## src/sv/assert_macros.svh

```systemverilog
// Assertion macros used by the deframer controller.
`ifndef ASSERT_MACROS_SVH
`define ASSERT_MACROS_SVH

// Checks that the consequent holds in the same cycle as the antecedent.
`define CHECK_SAME(label, ante, cons) \
  label: assert property (@(posedge clk) disable iff (!rst_n) (ante) |-> (cons)) \
    else $error("deframer check failed");

// Checks that the consequent holds in the cycle after the antecedent.
`define CHECK_NEXT(label, ante, cons) \
  label: assert property (@(posedge clk) disable iff (!rst_n) (ante) |=> (cons)) \
    else $error("deframer check failed");

`endif

```

## src/sv/sldf_pkg.sv

```systemverilog
// Shared types and constants of the sync, length and checksum deframer.
package sldf_pkg;

  localparam logic [1:0] REG_FIRST_SYNC  = 2'd0;
  localparam logic [1:0] REG_SYNC2_DATA  = 2'd1;
  localparam logic [1:0] REG_SYNC2_ACK   = 2'd2;

  localparam logic [7:0] FIRST_SYNC_RST  = 8'h55;
  localparam logic [7:0] SYNC2_DATA_RST  = 8'h55;
  localparam logic [7:0] SYNC2_ACK_RST   = 8'hAF;

  typedef struct packed {
    logic sum_init;
    logic sum_add;
    logic kind_set;
    logic id_load;
    logic len_load;
    logic data_take;
    logic emit_clr;
    logic emit_inc;
    logic out_data;
    logic out_zero;
  } sldf_cmd_t;

  typedef struct packed {
    logic is_sync1;
    logic sync2_ok;
    logic len_ok;
    logic len_zero;
    logic data_done;
    logic sum_match;
    logic held_len_zero;
    logic emit_last;
    logic out_free;
  } sldf_sts_t;

endpackage

```

## src/sv/sldf_ctrl.sv

```systemverilog
// Controller state machine that sequences framing and result emission.
`include "assert_macros.svh"

module sldf_ctrl
  import sldf_pkg::*;
(
  input  logic      clk,
  input  logic      rst_n,
  input  logic      in_valid,
  output logic      in_ready,
  input  sldf_sts_t sts,
  output sldf_cmd_t cmd
);

  localparam logic [3:0] S_SYNC1 = 4'd0;
  localparam logic [3:0] S_SYNC2 = 4'd1;
  localparam logic [3:0] S_ID    = 4'd2;
  localparam logic [3:0] S_LEN   = 4'd3;
  localparam logic [3:0] S_DATA  = 4'd4;
  localparam logic [3:0] S_SUM   = 4'd5;
  localparam logic [3:0] S_RD    = 4'd6;
  localparam logic [3:0] S_OUT   = 4'd7;
  localparam logic [3:0] S_ZERO  = 4'd8;

  logic [3:0] state_r;
  logic [3:0] state_nxt;
  logic       acc;

  assign in_ready = (state_r == S_SYNC1) || (state_r == S_SYNC2) || (state_r == S_ID) ||
                    (state_r == S_LEN) || (state_r == S_DATA) || (state_r == S_SUM);
  assign acc = in_valid && in_ready;

  always_comb begin
    state_nxt = state_r;
    cmd       = '0;
    unique case (state_r)
      S_SYNC1: begin
        if (acc) begin
          cmd.sum_init = 1'b1;
          state_nxt    = sts.is_sync1 ? S_SYNC2 : S_SYNC1;
        end
      end
      S_SYNC2: begin
        if (acc) begin
          cmd.sum_add = 1'b1;
          if (sts.sync2_ok) begin
            cmd.kind_set = 1'b1;
            state_nxt    = S_ID;
          end else begin
            state_nxt = S_SYNC1;
          end
        end
      end
      S_ID: begin
        if (acc) begin
          cmd.id_load = 1'b1;
          cmd.sum_add = 1'b1;
          state_nxt   = S_LEN;
        end
      end
      S_LEN: begin
        if (acc) begin
          if (sts.len_ok) begin
            cmd.len_load = 1'b1;
            cmd.sum_add  = 1'b1;
            state_nxt    = sts.len_zero ? S_SUM : S_DATA;
          end else begin
            state_nxt = S_SYNC1;
          end
        end
      end
      S_DATA: begin
        if (acc) begin
          cmd.data_take = 1'b1;
          cmd.sum_add   = 1'b1;
          if (sts.data_done) begin
            state_nxt = S_SUM;
          end
        end
      end
      S_SUM: begin
        if (acc) begin
          if (sts.sum_match) begin
            cmd.emit_clr = 1'b1;
            state_nxt    = sts.held_len_zero ? S_ZERO : S_RD;
          end else begin
            state_nxt = S_SYNC1;
          end
        end
      end
      S_RD: begin
        state_nxt = S_OUT;
      end
      S_OUT: begin
        if (sts.out_free) begin
          cmd.out_data = 1'b1;
          if (sts.emit_last) begin
            state_nxt = S_SYNC1;
          end else begin
            cmd.emit_inc = 1'b1;
            state_nxt    = S_RD;
          end
        end
      end
      S_ZERO: begin
        if (sts.out_free) begin
          cmd.out_zero = 1'b1;
          state_nxt    = S_SYNC1;
        end
      end
      default: begin
        state_nxt = S_SYNC1;
      end
    endcase
  end

  always_ff @(posedge clk) begin
    if (!rst_n) begin
      state_r <= S_SYNC1;
    end else begin
      state_r <= state_nxt;
    end
  end

  `CHECK_NEXT(a_out_stall_holds, (state_r == S_OUT) && !sts.out_free, state_r == S_OUT)
  `CHECK_NEXT(a_bad_sum_hunts, (state_r == S_SUM) && acc && !sts.sum_match, state_r == S_SYNC1)
  `CHECK_NEXT(a_bad_len_hunts, (state_r == S_LEN) && acc && !sts.len_ok, state_r == S_SYNC1)
  `CHECK_SAME(a_emit_blocks_input, cmd.out_data || cmd.out_zero, !in_ready)

endmodule

```

## src/sv/sldf_dp.sv

```systemverilog
// Datapath with frame registers, checksum, payload memory and result register.
module sldf_dp
  import sldf_pkg::*;
#(
  parameter int MAX_PAYLOAD = 32
)
(
  input  logic        clk,
  input  logic        rst_n,
  input  logic [7:0]  in_rx_byte,
  input  logic [7:0]  first_sync,
  input  logic [7:0]  second_sync_data,
  input  logic [7:0]  second_sync_ack,
  input  sldf_cmd_t   cmd,
  output sldf_sts_t   sts,
  output logic        out_valid,
  input  logic        out_ready,
  output logic        out_frame_done,
  output logic        out_frame_kind_ack,
  output logic [7:0]  out_message_id,
  output logic [5:0]  out_payload_length,
  output logic [7:0]  out_payload_byte,
  output logic [4:0]  out_byte_position,
  output logic        out_last_of_frame
);

  localparam int AW = (MAX_PAYLOAD > 1) ? $clog2(MAX_PAYLOAD) : 1;
  localparam logic [7:0] MaxLen = 8'(MAX_PAYLOAD);
  localparam logic [6:0] MaxTaken = 7'(MAX_PAYLOAD);

  logic [7:0] sum_r;
  logic [7:0] id_r;
  logic [5:0] len_r;
  logic [5:0] taken_r;
  logic [5:0] taken_nxt;
  logic       kind_r;
  logic [5:0] emit_idx_r;
  logic [7:0] rdata_r;
  logic [7:0] mem [MAX_PAYLOAD];

  logic       out_valid_r;
  logic       done_r;
  logic       okind_r;
  logic [7:0] oid_r;
  logic [5:0] olen_r;
  logic [7:0] obyte_r;
  logic [4:0] opos_r;
  logic       olast_r;

  assign taken_nxt = taken_r + 6'd1;

  assign sts.is_sync1      = (in_rx_byte == first_sync);
  assign sts.sync2_ok      = (in_rx_byte == second_sync_ack) || (in_rx_byte == second_sync_data);
  assign sts.len_ok        = (in_rx_byte <= MaxLen);
  assign sts.len_zero      = (in_rx_byte == 8'd0);
  assign sts.data_done     = (taken_nxt >= len_r);
  assign sts.sum_match     = (sum_r == in_rx_byte);
  assign sts.held_len_zero = (len_r == 6'd0);
  assign sts.emit_last     = (({1'b0, emit_idx_r} + 7'd1) == {1'b0, len_r});
  assign sts.out_free      = !out_valid_r || out_ready;

  always_ff @(posedge clk) begin
    if (cmd.sum_init) begin
      sum_r <= in_rx_byte;
    end else if (cmd.sum_add) begin
      sum_r <= sum_r + in_rx_byte;
    end
    if (cmd.kind_set) begin
      kind_r <= (in_rx_byte == second_sync_ack);
    end
    if (cmd.id_load) begin
      id_r <= in_rx_byte;
    end
    if (cmd.len_load) begin
      len_r   <= in_rx_byte[5:0];
      taken_r <= 6'd0;
    end else if (cmd.data_take) begin
      taken_r <= taken_nxt;
    end
    if (cmd.emit_clr) begin
      emit_idx_r <= 6'd0;
    end else if (cmd.emit_inc) begin
      emit_idx_r <= emit_idx_r + 6'd1;
    end
  end

  always_ff @(posedge clk) begin
    if (cmd.data_take && ({1'b0, taken_r} < MaxTaken)) begin
      mem[taken_r[AW-1:0]] <= in_rx_byte;
    end
    rdata_r <= mem[emit_idx_r[AW-1:0]];
  end

  always_ff @(posedge clk) begin
    if (!rst_n) begin
      out_valid_r <= 1'b0;
    end else if (cmd.out_data || cmd.out_zero) begin
      out_valid_r <= 1'b1;
    end else if (out_ready) begin
      out_valid_r <= 1'b0;
    end
  end

  always_ff @(posedge clk) begin
    if (cmd.out_data || cmd.out_zero) begin
      done_r  <= 1'b1;
      okind_r <= kind_r;
      oid_r   <= id_r;
      olen_r  <= len_r;
    end
    if (cmd.out_data) begin
      obyte_r <= rdata_r;
      opos_r  <= emit_idx_r[4:0];
      olast_r <= sts.emit_last;
    end else if (cmd.out_zero) begin
      obyte_r <= 8'd0;
      opos_r  <= 5'd0;
      olast_r <= 1'b1;
    end
  end

  assign out_valid          = out_valid_r;
  assign out_frame_done     = done_r;
  assign out_frame_kind_ack = okind_r;
  assign out_message_id     = oid_r;
  assign out_payload_length = olen_r;
  assign out_payload_byte   = obyte_r;
  assign out_byte_position  = opos_r;
  assign out_last_of_frame  = olast_r;

endmodule

```

## src/sv/sync_length_checksum_deframer.sv

```systemverilog
// Top level of the sync, length and checksum deframer with its register port.
//
//   Channel   Direction   Handshake               Contents
//   in_       input       in_valid / in_ready     one received byte per item
//   out_      output      out_valid / out_ready   one payload byte of a verified frame, or a zero byte for an empty one
//   APB       input       psel / penable          sync byte registers
//
// A received byte is taken in the cycle it arrives, while in_ready is high.
// After a verified checksum, input waits while the results are loaded; each passes S_RD
// and S_OUT for the registered payload memory read, or S_ZERO for an empty frame.
// A result waiting in the output register stalls the next one and so the input; once the
// last result of a frame is loaded, input resumes while that result still waits.
// Reset is synchronous and active low; it returns the block to hunting the first sync.
module sync_length_checksum_deframer
  import sldf_pkg::*;
#(
  parameter int MAX_PAYLOAD = 32
)
(
  input  logic        clk,
  input  logic        rst_n,
  input  logic        in_valid,
  output logic        in_ready,
  input  logic [7:0]  in_rx_byte,
  output logic        out_valid,
  input  logic        out_ready,
  output logic        out_frame_done,
  output logic        out_frame_kind_ack,
  output logic [7:0]  out_message_id,
  output logic [5:0]  out_payload_length,
  output logic [7:0]  out_payload_byte,
  output logic [4:0]  out_byte_position,
  output logic        out_last_of_frame,
  input  logic        psel,
  input  logic        penable,
  input  logic        pwrite,
  input  logic [3:0]  paddr,
  input  logic [31:0] pwdata,
  output logic [31:0] prdata,
  output logic        pready
);

  logic [7:0] first_sync_r;
  logic [7:0] sync2_data_r;
  logic [7:0] sync2_ack_r;
  logic       wr_en;
  sldf_cmd_t  cmd;
  sldf_sts_t  sts;

  assign pready = 1'b1;
  assign wr_en  = psel && penable && pwrite;

  always_ff @(posedge clk) begin
    if (!rst_n) begin
      first_sync_r <= FIRST_SYNC_RST;
      sync2_data_r <= SYNC2_DATA_RST;
      sync2_ack_r  <= SYNC2_ACK_RST;
    end else if (wr_en) begin
      unique case (paddr[3:2])
        REG_FIRST_SYNC: first_sync_r <= pwdata[7:0];
        REG_SYNC2_DATA: sync2_data_r <= pwdata[7:0];
        REG_SYNC2_ACK:  sync2_ack_r  <= pwdata[7:0];
        default: ;
      endcase
    end
  end

  always_comb begin
    unique case (paddr[3:2])
      REG_FIRST_SYNC: prdata = {24'd0, first_sync_r};
      REG_SYNC2_DATA: prdata = {24'd0, sync2_data_r};
      REG_SYNC2_ACK:  prdata = {24'd0, sync2_ack_r};
      default:        prdata = 32'd0;
    endcase
  end

  sldf_ctrl u_ctrl (
    .clk      (clk),
    .rst_n    (rst_n),
    .in_valid (in_valid),
    .in_ready (in_ready),
    .sts      (sts),
    .cmd      (cmd)
  );

  sldf_dp #(
    .MAX_PAYLOAD (MAX_PAYLOAD)
  ) u_dp (
    .clk                (clk),
    .rst_n              (rst_n),
    .in_rx_byte         (in_rx_byte),
    .first_sync         (first_sync_r),
    .second_sync_data   (sync2_data_r),
    .second_sync_ack    (sync2_ack_r),
    .cmd                (cmd),
    .sts                (sts),
    .out_valid          (out_valid),
    .out_ready          (out_ready),
    .out_frame_done     (out_frame_done),
    .out_frame_kind_ack (out_frame_kind_ack),
    .out_message_id     (out_message_id),
    .out_payload_length (out_payload_length),
    .out_payload_byte   (out_payload_byte),
    .out_byte_position  (out_byte_position),
    .out_last_of_frame  (out_last_of_frame)
  );

endmodule
```

## config.mk

```make
export PLATFORM = sky130hd
export DESIGN_NAME = sync_length_checksum_deframer
export DESIGN_NICKNAME = d
export VERILOG_FILES = /design/src/sv/sldf_pkg.sv /design/src/sv/sldf_ctrl.sv /design/src/sv/sldf_dp.sv /design/src/sv/sync_length_checksum_deframer.sv
export VERILOG_INCLUDE_DIRS = /design/src /design/src/sv
export SDC_FILE = /design/constraint.sdc
export NUM_CORES = 1
export LEC_CHECK = 0
export ABC_AREA = 1
export BUFFER_PORTS_ARGS = -buffer_cell sky130_fd_sc_hd__buf_2
export CAP_MARGIN = 40
export CORE_MARGIN = 8
export CORE_UTILIZATION = 65
export CTS_CLUSTER_SIZE = 12
export DETAILED_ROUTE_END_ITERATION = 6
export PLACE_DENSITY = 0.85
export SYNTH_ARGS = -nofsm -noshare
export SYNTH_HDL_FRONTEND = slang
export SYNTH_SLANG_ARGS = --single-unit
```

## constraint.sdc

```tcl
create_clock -name clk -period 7.1 [get_ports clk]
set_clock_uncertainty 0.2 [all_clocks]
set_input_delay 1.065 -clock clk [delete_from_list [all_inputs] [get_ports clk]]
set_output_delay 1.065 -clock clk [all_outputs]
set_load 0.01 [all_outputs]
```

==> run_results.csv <==
group,metric,value,unit
routing,viasPerCell,6.099,
critical_path,cp_data_arrival_time,2.16,ns
timing,clock.fmax,292.0,MHz
floorplanning,io_pins,116,
final_layout,multiInputGateArea,0.004288,mm²
final_layout,final.fill_count,1493,
floorplanning,die-height,169.1,µm
timing,setup_viol,0,
synthesis,synthFlopType,"edfxtp_1",
floorplanning,rows,56,
critical_path,reg2reg_from,"u_ctrl.state_r[2]$_SDFFE_PN0P_",
synthesis,avgSynthCellArea,11.10,µm²
timing,timing.setup.tns,0,ns
final_layout,drive_above_1_share,9.842,%
global_route,grt_max_degree,81,
clock_network,root_buffer,"clkbuf_16",
critical_path,reg2reg_depth,8,
timing,period_share,48.24,%
floorplanning,start_util,65.52,%
routing,dr.pass1.iters,6,
clock_network,cts-resized-gates,0,
synthesis,yosysSeqAreaShare,67.12,%
placement,gp_congestion,0.9230,
routing,drt_iter0_markers,1535,
critical_path,path_buf_inv,3,
synthesis,yosys_warnings,0,
critical_path,cp-startpoint,"paddr[3]",
critical_path,rrSetupSlack,3.78,ns
global_route,first_global_vias,10480,
synthesis,ys_seq_elements,357,
critical_path,endpoint_kind,"output pin",
critical_path,worst_r2r_endpoint,"u_dp.mem[8][2]$_DFFE_PP_",
timing,worstMarginPinSlew,0.8599,ns
clock_network,cts.clk_slew.worst_paths,0.06,ns
critical_path,start_kind,"input port",
placement,hpwlAfterDp,21490,µm
min_path,hp-class,"reg2reg",
clock_network,cts_buffers,37,
final_layout,register_area,0.01023,mm²
clock_network,ctsHoldBuffers,0,
clock_network,clockBufferDepth,3,
global_route,gr-usage-all-layers,24.58,%
clock_network,postCtsSetupRepairBufs,0,
floorplanning,dieArea,0.02860,mm²
synthesis,synth_area,0.01524,mm²
routing,routedWlPerCell,20.15,µm
timing,rsz0062_at_grt,"no",
critical_path,crit_family,"buffers and inverters",
critical_path,crit_cells,5,
floorplanning,die_w,169.1,µm
critical_path,worstPathRequired,5.83,ns
clock_network,clk_latency,0.52,ns
critical_path,crit_type,"in2out",
critical_path,crit_fanout,5,
placement,placed_area,0.01573,mm²
critical_path,crit_end,"prdata[6]",
timing,relSlewSlack,42.67,%
global_route,antenna_found_initial,0,
pwr,p_leak,6.167,nW
critical_path,crit_top_cell,"buf_2",
floorplanning,core,0.02326,mm²
routing,ant_nets,0,
critical_path,cp_slowest_cell,"nor2_1",
clock_network,cts_tree,"yes",
routing,post-route-drc-count,0,
synthesis,synthCells,1373,
final_layout,final_area,0.01682,mm²
placement,io_buffers,63,
synthesis,ys_types,37,
synthesis,synth_edf_count,308,
timing,maxSlewViolCount,0,
critical_path,crit_chain,"buf_2 > nor2_1 > inv_1 > o221ai_1 > buf_2",
global_route,grt_pass1_wl,55130,µm
timing,hold_viol,0,
final_layout,antennaDiodeCount,0,
clock_network,clock_sinks,357,
routing,vias,10810,
final_layout,finalNetCount,1500,
status,outcome,"finished clean",
global_route,overflow,0,
final_layout,post-route-util,72.29,%
routing,routed_wirelength,35710,µm
pwr,power_density,261.9,mW/mm²
run,cap_violations,0,
clock_network,h-tree-depth,2,
pwr,peakVddDrop,0.2078,mV
critical_path,cpPeakStageDelay,0.34,ns
timing,post-route-min-period,3.425,ns
final_layout,area_delta_synth_final,10.34,%
synthesis,ys_async_sr_fraction,0,%
## placed cells by master, fill, tap and decap left out, drive strengths merged, types with 16 or more instances in the layout
cell type	Yosys	layout
a21oi	28	28
buf	53	82
edfxtp	308	308
nor2	252	252
nand3	60	60
conb	2	26
o22ai	16	16
dfxtp	49	49
ha	19	19
nand2	173	173
inv	88	89
o221ai	53	53
o21ai	175	175
clkbuf	36	56
## logic make-up (layout without fill, tap and decap cells)
| kind of cell | count (synthesis) | after routing | share of synthesized area (%) |
|---|---|---|---|
| compound gates | 295 | 295 | 11.44 |
| xor+xnor | 20 | 20 | 1.149 |
| fa+ha+maj | 20 | 20 | 1.691 |
| buf+inv | 179 | 235 | 5.361 |
| flops | 357 | 357 | 67.12 |
| other cells | 2 | 26 | 0.04928 |
| simple gates | 500 | 500 | 13.18 |
## sequential cells by signal, summed over array words and instances (netlist names), 8 cells and up
name	flops
u_dp.rdata_r	8
u_dp.sum_r	8
u_dp.out_payload_byte	8
u_dp.out_message_id	8
sync2_ack_r	8
sync2_data_r	8
u_dp.mem	256
u_dp.id_r	8
first_sync_r	8
## per-layer routing
metal,GRT usage (%),share of wire (%),vias to the layer above
li1,-,-,4920
met1,32.14,37,5095
met2,40.76,48,686
met3,3.611,11,107
met4,10.43,3.3,0
met5,0.3472,0,-
## how the worst min path moves through the flow
stage,from,end,cells past startpoint
3_3_place_gp,u_dp.id_r[0]$_DFFE_PP_,u_dp.out_message_id[0]$_DFFE_PP_,0
2_1_floorplan,u_dp.kind_r$_DFFE_PP_,u_dp.out_frame_kind_ack$_DFFE_PP_,0
6_report,u_dp.id_r[7]$_DFFE_PP_,u_dp.out_message_id[7]$_DFFE_PP_,0
3_5_place_dp,u_dp.id_r[1]$_DFFE_PP_,u_dp.out_message_id[1]$_DFFE_PP_,0
5_1_grt,u_dp.id_r[1]$_DFFE_PP_,u_dp.out_message_id[1]$_DFFE_PP_,0
4_1_cts,u_dp.id_r[7]$_DFFE_PP_,u_dp.out_message_id[7]$_DFFE_PP_,0
## worst reg2reg max path, stage by stage, from the launching register on
cell	delay [ns]
dfxtp_1	0.38
inv_1	0.07
nor2_1	0.20
nand2_1	0.14
nor2_1	0.48
inv_1	0.21
nor2_2	0.20
nand2_1	0.32
nor2_1	0.74
## through the flow
stage / cells / power, mW / hold slack [ns] / setup slack, ns
2_1_floorplan: 1397 / 2.582 / 0.2003 / 3.231
3_3_place_gp: 1703 / 2.672 / 0.2022 / 3.366
3_5_place_dp: 1707 / 2.688 / 0.2045 / 3.275
4_1_cts: 1770 / 4.398 / 0.2181 / 3.728
5_1_grt: 1772 / 4.516 / 0.2330 / 3.545
6_report: 1772 / 4.404 / 0.2184 / 3.675
## synth_stat cells, types with 6 or more instances
cell / instances / area, µm²
edfxtp_1: 308 / 9249
a31oi_1: 8 / 50.05
o221ai_1: 53 / 464.2
xor2_1: 8 / 70.07
o22ai_1: 16 / 100.1
a21oi_1: 28 / 140.1
inv_1: 84 / 315.3
o211ai_1: 10 / 75.07
nor3_1: 6 / 30.03
xnor2_1: 12 / 105.1
o21ai_0: 171 / 855.8
nand2_1: 171 / 641.9
dfxtp_1: 49 / 980.9
nor2_1: 247 / 927.1
buf_2: 20 / 100.1
buf_4: 32 / 240.2
ha_1: 19 / 237.7
clkbuf_1: 36 / 135.1
nand3_1: 60 / 300.3
## cell type report
type                       instances  share of cell area [%]
timing repair buffer              82                   2.887
sequential                       357                   60.86
clock buffer                      56                   6.108
clock inverter                     7                  0.2604
inverter                          90                   2.016
tap                              319                   2.373
multi-input combinational        861                   25.50
## power breakdown
| group | internal [mW] | switching [mW] | total, mW |
|---|---|---|---|
| sequential | 2.31 | 0.0199 | 2.33 |
| combinational | 0.0972 | 0.233 | 0.330 |
| clock | 0.998 | 0.750 | 1.75 |
(Power assumes the default switching activity.)
